File: config.mk
export PLATFORM = sky130hd
export DESIGN_NAME = modular_exponentiation_core
export DESIGN_NICKNAME = d
export VERILOG_FILES = /design/src/sv/mexp_pkg.sv /design/src/sv/mexp_mulmod.sv /design/src/sv/modular_exponentiation_core.sv
export SDC_FILE = /design/constraint.sdc
export NUM_CORES = 1
export LEC_CHECK = 0
export ABC_AREA = 1
export BUFFER_PORTS_ARGS = -buffer_cell sky130_fd_sc_hd__buf_4
export CORE_UTILIZATION = 48
export CTS_CLUSTER_DIAMETER = 40
export DETAILED_ROUTE_END_ITERATION = 6
export PLACE_DENSITY_LB_ADDON = 0.05
export SYNTH_ARGS = -nofsm -noshare
export SYNTH_HDL_FRONTEND = slang
export SYNTH_SLANG_ARGS = --single-unit
File: constraint.sdc
create_clock -name aclk -period 8.9 [get_ports aclk]
set_input_delay 0 -clock aclk [delete_from_list [all_inputs] [get_ports aclk]]
set_output_delay 0 -clock aclk [all_outputs]
set_load 0.05 [all_outputs]
File: src/sv/mexp_pkg.sv
`timescale 1ns / 1ps
// Package for the modular exponentiation core: word width, register indexes,
// the request type of the shared modular multiplier and its add-mod helper.
package mexp_pkg;

    localparam int WORD_BITS = 32;
    localparam int CNT_W     = $clog2(WORD_BITS);
    localparam int CFG_ADDR_W = 2;

    localparam logic [CFG_ADDR_W-1:0] REG_MODULUS  = CFG_ADDR_W'(0);
    localparam logic [CFG_ADDR_W-1:0] REG_EXPONENT = CFG_ADDR_W'(1);

    localparam logic [WORD_BITS-1:0] MODULUS_RESET  = WORD_BITS'(2);
    localparam logic [WORD_BITS-1:0] EXPONENT_RESET = WORD_BITS'(1);

    typedef logic [WORD_BITS-1:0] word_t;

    // One request to the shared multiplier: result = a * b mod m.
    typedef struct packed {
        logic  start;
        word_t a;
        word_t b;
    } mul_req_t;

    typedef struct packed {
        logic  done;
        word_t result;
    } mul_rsp_t;

    // (x + y) mod m for x, y below m.
    function automatic word_t add_mod(input word_t x, input word_t y, input word_t m);
        logic [WORD_BITS:0] s;
        begin
            s = {1'b0, x} + {1'b0, y};
            if (s >= {1'b0, m}) begin
                s = s - {1'b0, m};
            end
            return s[WORD_BITS-1:0];
        end
    endfunction

endpackage

File: src/sv/mexp_mulmod.sv
`timescale 1ns / 1ps
// Iterative shift-and-add modular multiplier, one bit of b per cycle.
// Depends on mexp_pkg for the word width and the add_mod helper.
module mexp_mulmod import mexp_pkg::*; (
    input  logic     aclk,
    input  logic     aresetn,
    input  word_t    modulus,
    input  mul_req_t req,
    output mul_rsp_t rsp
);

    logic             busy_reg, busy_next;
    logic             done_reg, done_next;
    logic [CNT_W-1:0] cnt_reg, cnt_next;
    word_t            acc_reg, acc_next;
    word_t            a_reg, a_next;
    word_t            b_reg, b_next;
    word_t            dbl;

    always_comb begin
        busy_next = busy_reg;
        done_next = 1'b0;
        cnt_next  = cnt_reg;
        acc_next  = acc_reg;
        a_next    = a_reg;
        b_next    = b_reg;
        dbl       = add_mod(acc_reg, acc_reg, modulus);
        if (req.start) begin
            busy_next = 1'b1;
            cnt_next  = CNT_W'(WORD_BITS - 1);
            acc_next  = '0;
            a_next    = req.a;
            b_next    = req.b;
        end else if (busy_reg) begin
            // Double, then add a when the current top bit of b is set.
            acc_next = b_reg[WORD_BITS-1] ? add_mod(dbl, a_reg, modulus) : dbl;
            b_next   = {b_reg[WORD_BITS-2:0], 1'b0};
            cnt_next = cnt_reg - 1'b1;
            if (cnt_reg == '0) begin
                busy_next = 1'b0;
                done_next = 1'b1;
            end
        end
    end

    always_ff @(posedge aclk) begin
        if (!aresetn) begin
            busy_reg <= 1'b0;
            done_reg <= 1'b0;
            cnt_reg  <= '0;
        end else begin
            busy_reg <= busy_next;
            done_reg <= done_next;
            cnt_reg  <= cnt_next;
        end
        acc_reg <= acc_next;
        a_reg   <= a_next;
        b_reg   <= b_next;
    end

    assign rsp.done   = done_reg;
    assign rsp.result = acc_reg;

endmodule

File: src/sv/modular_exponentiation_core.sv
`timescale 1ns / 1ps
// Top level of the modular exponentiation core: configuration registers,
// square-and-multiply sequencer and output register. Uses mexp_pkg, mexp_mulmod.
//
//   Channel  Direction  Handshake          Payload
//   s_       in         s_valid/s_ready    s_base_value, s_last_element
//   m_       out        m_valid/m_ready    m_power_result, m_last_out
//   cfg_     in         cfg_we (no wait)   cfg_addr, cfg_wdata
//
// Each request runs through one shared modular multiplier. A request costs
// one reduction of the base plus one squaring per exponent bit and one
// multiply per set exponent bit. A zero exponent or a modulus below two
// goes straight to the final state without the multiplier. Reset is
// synchronous and active low and sets the modulus to 2 and the exponent to
// 1. The output register holds a finished result while m_ready is low; a new
// request may be accepted meanwhile, and the sequencer waits in its final
// state if the next result finds the register still occupied.
module modular_exponentiation_core import mexp_pkg::*; (
    input  logic                  aclk,
    input  logic                  aresetn,
    input  logic                  cfg_we,
    input  logic [CFG_ADDR_W-1:0] cfg_addr,
    input  logic [WORD_BITS-1:0]  cfg_wdata,
    input  logic                  s_valid,
    output logic                  s_ready,
    input  logic [WORD_BITS-1:0]  s_base_value,
    input  logic                  s_last_element,
    output logic                  m_valid,
    input  logic                  m_ready,
    output logic [WORD_BITS-1:0]  m_power_result,
    output logic                  m_last_out
);

    typedef enum logic [2:0] {
        ST_IDLE,
        ST_REDUCE,
        ST_SQUARE,
        ST_MULT,
        ST_FINISH
    } state_t;

    state_t           state_reg, state_next;
    word_t            modulus_reg, exponent_reg;
    word_t            base_reg, base_next;
    word_t            acc_reg, acc_next;
    logic             last_reg, last_next;
    logic [CNT_W-1:0] bit_reg, bit_next;
    logic             m_valid_reg, m_valid_next;
    word_t            result_reg, result_next;
    logic             last_out_reg, last_out_next;
    mul_req_t         mul_req;
    mul_rsp_t         mul_rsp;
    logic             accept;

    // The user keeps configuration writes to idle; the core does not enforce it.
    always_ff @(posedge aclk) begin
        if (!aresetn) begin
            modulus_reg  <= MODULUS_RESET;
            exponent_reg <= EXPONENT_RESET;
        end else if (cfg_we) begin
            unique case (cfg_addr)
                REG_MODULUS:  modulus_reg  <= cfg_wdata;
                REG_EXPONENT: exponent_reg <= cfg_wdata;
                default: ;
            endcase
        end
    end

    mexp_mulmod u_mulmod (
        .aclk    (aclk),
        .aresetn (aresetn),
        .modulus (modulus_reg),
        .req     (mul_req),
        .rsp     (mul_rsp)
    );

    assign s_ready = (state_reg == ST_IDLE);
    assign accept  = s_valid && s_ready;

    always_comb begin
        state_next    = state_reg;
        base_next     = base_reg;
        acc_next      = acc_reg;
        last_next     = last_reg;
        bit_next      = bit_reg;
        m_valid_next  = m_valid_reg && !m_ready;
        result_next   = result_reg;
        last_out_next = last_out_reg;
        mul_req       = '0;

        unique case (state_reg)
            ST_IDLE: begin
                if (accept) begin
                    last_next = s_last_element;
                    if (exponent_reg == '0) begin
                        acc_next   = WORD_BITS'(1);
                        state_next = ST_FINISH;
                    end else if (modulus_reg[WORD_BITS-1:1] == '0) begin
                        acc_next   = '0;
                        state_next = ST_FINISH;
                    end else begin
                        // The base is reduced as 1 * base mod modulus.
                        mul_req.start = 1'b1;
                        mul_req.a     = WORD_BITS'(1);
                        mul_req.b     = s_base_value;
                        state_next    = ST_REDUCE;
                    end
                end
            end
            ST_REDUCE: begin
                if (mul_rsp.done) begin
                    base_next     = mul_rsp.result;
                    bit_next      = CNT_W'(WORD_BITS - 1);
                    mul_req.start = 1'b1;
                    mul_req.a     = WORD_BITS'(1);
                    mul_req.b     = WORD_BITS'(1);
                    state_next    = ST_SQUARE;
                end
            end
            ST_SQUARE: begin
                if (mul_rsp.done) begin
                    acc_next = mul_rsp.result;
                    if (exponent_reg[bit_reg]) begin
                        mul_req.start = 1'b1;
                        mul_req.a     = mul_rsp.result;
                        mul_req.b     = base_reg;
                        state_next    = ST_MULT;
                    end else if (bit_reg == '0) begin
                        state_next = ST_FINISH;
                    end else begin
                        bit_next      = bit_reg - 1'b1;
                        mul_req.start = 1'b1;
                        mul_req.a     = mul_rsp.result;
                        mul_req.b     = mul_rsp.result;
                    end
                end
            end
            ST_MULT: begin
                if (mul_rsp.done) begin
                    acc_next = mul_rsp.result;
                    if (bit_reg == '0) begin
                        state_next = ST_FINISH;
                    end else begin
                        bit_next      = bit_reg - 1'b1;
                        mul_req.start = 1'b1;
                        mul_req.a     = mul_rsp.result;
                        mul_req.b     = mul_rsp.result;
                        state_next    = ST_SQUARE;
                    end
                end
            end
            ST_FINISH: begin
                // Hand the result over once the output register is free.
                if (!m_valid_reg || m_ready) begin
                    m_valid_next  = 1'b1;
                    result_next   = acc_reg;
                    last_out_next = last_reg;
                    state_next    = ST_IDLE;
                end
            end
            default: state_next = ST_IDLE;
        endcase
    end

    always_ff @(posedge aclk) begin
        if (!aresetn) begin
            state_reg   <= ST_IDLE;
            m_valid_reg <= 1'b0;
            bit_reg     <= '0;
        end else begin
            state_reg   <= state_next;
            m_valid_reg <= m_valid_next;
            bit_reg     <= bit_next;
        end
        base_reg     <= base_next;
        acc_reg      <= acc_next;
        last_reg     <= last_next;
        result_reg   <= result_next;
        last_out_reg <= last_out_next;
    end

    assign m_valid        = m_valid_reg;
    assign m_power_result = result_reg;
    assign m_last_out     = last_out_reg;

endmodule

### Yosys cells after proc, flatten, opt, wreduce, memory -nomap -nowiden

Cells that the tools add are included.

| word-level totals | value |
|---|---|
| register bits after elaboration | 274 |
| output and inout bits | 35 |
| logic and storage cells | 111 |

| cells by class | value |
|---|---|
| add/subtract/negate cells | 6 |
| order comparisons | 3 |
| equality and inequality tests | 14 |
| muxes and demuxes | 46 |
| bitwise operators | 2 |
| reductions and logical operators | 24 |

Operators by type and width:

| kind | count |
|---|---|
| $mux W65 | 8 |
| $mux W32 | 9 |
| $pmux W65 S4 | 1 |
| $add A32 B32 Y33 | 2 |
| $ge A33 B32 Y1 | 2 |
| $pmux W32 S2 | 1 |
| $sub A32 B32 Y32 | 2 |
| $mux W5 | 7 |
| $logic_not A32 Y1 | 1 |
| $logic_not A31 Y1 | 1 |
| $mux W3 | 10 |
| $pmux W3 S5 | 1 |
| $pmux W5 S3 | 1 |
| $logic_not A5 Y1 | 2 |
| $ne A2 B1 Y1 const B | 5 |
| $reduce_and A2 Y1 | 5 |
| $sub A5 B1 Y5 const B | 2 |
| $mux W1 | 7 |
| $eq A3 B2 Y1 const B | 2 |
| $lt A5 B6 Y1 const B | 1 |
| $reduce_and A6 Y1 | 1 |
| $bmux W1 S5 | 1 |
| $reduce_and A5 Y1 | 1 |
| $ne A2 B2 Y1 const B | 2 |
| other kinds (16) | 20 |

### Depth between registers and ports, before layout

| depth | value |
|---|---|
| depth in word-level cells | 7 |
| mapped depth | 45 |

### Modules after synthesis

From an unflattened synthesis, not the netlist that was laid out.

| unflattened totals | value |
|---|---|
| cells, all modules | 3112 |
| area, all modules | 20465.9 um2 |

Modules (own cells, without submodules):

| module | times used | cells an instance | area each (um2) |
|---|---|---|---|
| mexp_mulmod | 1 | 2211 | 12751.0 |
| modular_exponentiation_core | 1 | 901 | 7714.9 |

### Worst setup path after synthesis

Ideal clock, no wire load.

| timing path | value |
|---|---|
| kind | flip-flop to flip-flop |
| start point | register modulus_reg[19] |
| end point | register u_mulmod.acc_reg[11] |
| library setup time | 109 ps |
| arrival | 4809 ps |
| data required time | 8791 ps |
| setup slack | 3982 ps |
| cell stages (with the launch flop) | 41 |
| cell sequence | dfxtp_1 -> inv_1 -> ha_1 -> nand2_1 -> nor2_1 -> nand2_1 -> nor2_1 -> nand2_1 -> nand3_1 -> nand2_2 -> nand2_4 -> inv_1 -> nor2_1 -> ha_1 -> inv_1 -> fa_1 -> inv_1 -> nand2_1 -> [... 5 more ...] -> nand2_1 -> nand3_1 -> nand2_1 -> ha_1 -> nand2_1 -> nor2_1 -> nand2_1 -> nor3b_1 -> nand2_1 -> nand3_1 -> nand3_2 -> nand2_2 -> buf_4 -> nand2_1 -> nand3_1 -> nand3_1 -> nand2_1 -> inv_1 |

| on the way | value |
|---|---|
| cells in the longest elaborated chain, start to end | 6 |
| elaborated cells between the ends (all ways) | 13 |
| classes of those cells | add/sub (3); order compare (2); mux (7); reduce/logical (1) |

RTL lines:

| what | RTL line | RTL |
|---|---|---|
| start, declared | modular_exponentiation_core.sv:43 | `word_t modulus_reg, exponent_reg;` |
| start signal, assigned | modular_exponentiation_core.sv:62 | `REG_MODULUS: modulus_reg <= cfg_wdata;` |
| $ge A33 B32 Y1 / $sub A32 B32 Y32 (equally long branches) | mexp_pkg.sv:35, mexp_pkg.sv:36 |  |
| $mux W32 | mexp_pkg.sv:35 | `if (s >= {1'b0, m}) begin` |
| $add A32 B32 Y33 | mexp_pkg.sv:34 | `s = {1'b0, x} + {1'b0, y};` |
| $sub A32 B32 Y32 / $ge A33 B32 Y1 (equally long branches) | mexp_pkg.sv:36, mexp_pkg.sv:35 |  |
| $mux W32 | mexp_pkg.sv:35 |  |
| $mux W32 | mexp_mulmod.sv:36 | `acc_next = b_reg[WORD_BITS-1] ? add_mod(dbl, a_reg, modulus) : dbl;` |
| end signal, assigned | mexp_mulmod.sv:56 | `acc_reg <= acc_next;` |
| end, declared | mexp_mulmod.sv:15 | `word_t acc_reg, acc_next;` |

Parallel ways exist; a longest one is shown, timed or not.
A chain may end at the register's enable or synchronous reset.

### Final worst setup path

| timing path | value |
|---|---|
| start point | register u_mulmod.acc_reg[18] |
| end point | register u_mulmod.acc_reg[4] |

| on the way | value |
|---|---|
| cells in the longest elaborated chain, start to end | 7 |
| elaborated cells between the ends (all ways) | 9 |
| classes of those cells | add/sub (4); order compare (2); mux (3) |

RTL lines:

| what | RTL line |
|---|---|
| $add A32 B32 Y33 (*) | mexp_pkg.sv:34 |
| $ge A33 B32 Y1 / $sub A32 B32 Y32 (equally long branches) | mexp_pkg.sv:35, mexp_pkg.sv:36 |
| $mux W32 (*) | mexp_pkg.sv:35 |
| $add A32 B32 Y33 | mexp_pkg.sv:34 |
| $sub A32 B32 Y32 / $ge A33 B32 Y1 (equally long branches) | mexp_pkg.sv:36, mexp_pkg.sv:35 |
| $mux W32 | mexp_pkg.sv:35 |
| $mux W32 (*) | mexp_mulmod.sv:36 |

Mark *: on every way between the ends. The rest lies on a longest branch, timed or not.

==> results.toml <==
[routing]
dr.max_layer_used = "met5"
drc = 0
final_antenna_net_count = 0
via_per_inst = 5.89
wire_per_inst_um = 23.6
met3WireLength_um = 8610
vias = 20857
drtIter0Drc = 2387
wl_met2_um = 36300
met1_length_um = 33600
first_pass_iters = 6
postRouteWirelength_um = 83700

[global_routing]
grt_first_pass_wirelength_um = 123000
antenna_found_initial = 1
grt_max_degree = 75
grt-ovfl-total = 0
grt_pass1_vias = 19746
track_usage_pct = 40.7

[sta]
rsz0062_at_grt = "no"
fmaxAchievable_ghz = 0.129
drv_slew = 0
finalSetupViolCount = 0
period_needed_ns = 7.78
worstMarginPinSlew_ns = 1.17
finalHoldViolCount = 0
relSlewSlack_pct = 21.8
fin_worst_skew_ns = 0.0284
fin_tns_setup_ns = 0
timing.final.crit_share_pct = 87.4

[yosys]
synthCells = 2808
syn_avg_cell_area_sq_um = 6.84
synth_common_cells = "nand2_1, inv_1, nor2_1, nand3_1, edfxtp_1"
netlist_top_cells_area = "edfxtp_1, nand2_1, dfxtp_1"
synth_most_common_cell = "nand2_1"
yosysWarnings = 0
ys_types = 44
ys_seq_area_share_pct = 37.0
async_reset_ff_share_pct = 0
synth_edf_count = 162
syn_nets = 2982
syn-cell-area_sq_um = 19200
ys_ff_latch = 274
yosysTopAreaCell = "edfxtp_1"
synth_top_area_share_pct = 25.3
ys_dominant_reg_cell = "edfxtp_1"

[placement]
portBuffers = 106
placed_cells = 3361
dpl.hpwl_um = 63600
finalWeightedCongestion = 1.07

[die]
dieWidth_um = 202
rows = 72
die_h_um = 202
dieArea_sq_um = 40800
design.portCount = 107
initial_core_util_pct = 49.2
core_region_area_sq_um = 39000

[layout]
drive_gt1_share_pct = 7.61
area_growth_pct = 19.1
stdcell_count = 3542
final_nets = 3160

[critical_path]
cp.required_ns = 9.39
arrival_ns = 8.27
start_kind = "flip-flop"
cp_max_fo = 34
slowest_stage = "nor2_2"
criticalPathCategory = "flip-flop to flip-flop"
cp_common_cell = "nand2_1"
end_kind = "flip-flop"
slowest_delay_ns = 0.73

[status]
status = "completed"

[clock_network]
numCtsBuffers = 45
htree_levels = 2
cts.sinks = 274
clkLatencyLatePin_ns = 0.60
cts_tree = "done"
root_buffer = "clkbuf_16"
clock_path_buffers = 3
path_clk_slew_ns = 0.06
cts.repair.resized = 0

[flow_run]
drv_cap = 0

[worst_hold_path]
hp-class = "input pin to flip-flop"
## layout by cell type, fill, tap and decap left out, types with 6 or more instances in the layout
cell	synthesis	final
xnor2_1	22	22
nand3_1	268	268
o21ai_0	136	136
nand3b_1	13	13
o21bai_1	13	13
xor2_1	33	33
o211ai_1	39	39
nor3_1	25	25
nor4_1	9	9
inv_1	407	407
buf_4	8	124
ha_1	99	99
clkbuf_16	0	45
o21ai_1	7	7
and2_1	18	18
clkinv_4	0	6
dlygate4sd3_1	0	96
edfxtp_1	162	162
dfxtp_1	112	112
nor2_2	3	7
nand4_1	48	48
nor2_1	281	277
a21oi_1	149	149
inv_6	0	7
nand2_1	836	835
## cells by family after synthesis
group / after synthesis / share of synthesized area (%)
compound gates: 356 / 10.1
xor+xnor: 55 / 2.51
fa+ha+maj: 102 / 6.77
buf+inv: 502 / 10.2
flops: 274 / 37.0
simple gates: 1519 / 33.4
## repair_timing
| item | 4_1_cts | 5_1_grt |
|---|---|---|
| hold endpoints to repair | 107 | 0 |
| setup buffers | 0 | 0 |
| hold buffers | 96 | 0 |
## final cells by class
class | count | area (sq um)
antenna | 1 | 2.50
timing repair buffer | 220 | 1890
clock inverter | 33 | 365
inverter | 413 | 1550
clock buffer | 51 | 1160
sequential | 274 | 7110
fill | 3563 | 16100
tap | 518 | 648
multi-input combinational | 2032 | 10100
## metal layers
metal	up-vias	track usage [%]
met3	288	7.21
met4	2	22.2
met5	-	0
li1	9483	-
met2	1402	63.0
met1	9682	53.8
## stage by stage
stage | utilization, % | area (sq um) | hold WS (ns) | setup slack, ns
after floorplan | - | 19200 | 0.0989 | 3.98
after global placement | 52.2 | 20400 | 0.179 | 1.53
after detailed placement | 52.2 | 20400 | 0.183 | 1.50
after CTS | 58.6 | 22900 | 0.0734 | 1.48
after global routing | 58.6 | 22900 | 0.108 | 0.675
final | 58.6 | 22900 | 0.0872 | 1.12
## worst paths after layout
path                            slack, ns                  end                  from  cells after the start
worst min register to register       0.42   m_power_result[17]           acc_reg[17]                      0
worst min-delay path                 0.09     exponent_reg[10]           cfg_addr[1]                      5
worst max register to register       1.12  u_mulmod.acc_reg[4]  u_mulmod.acc_reg[18]                     32
worst max-delay path                 1.12  u_mulmod.acc_reg[4]  u_mulmod.acc_reg[18]                     32
## critical path: cells and delay by family, from the launching register on
family	cells	cell delay, ns
xor+xnor	1	0.71
fa+ha+maj	3	1.28
buf+inv	5	0.81
flops	1	0.67
simple gates	22	3.96
compound gates	1	0.20
Power is not shown: default switching activity piles up to over one toggle a cycle in this logic, so the estimate is an artifact.
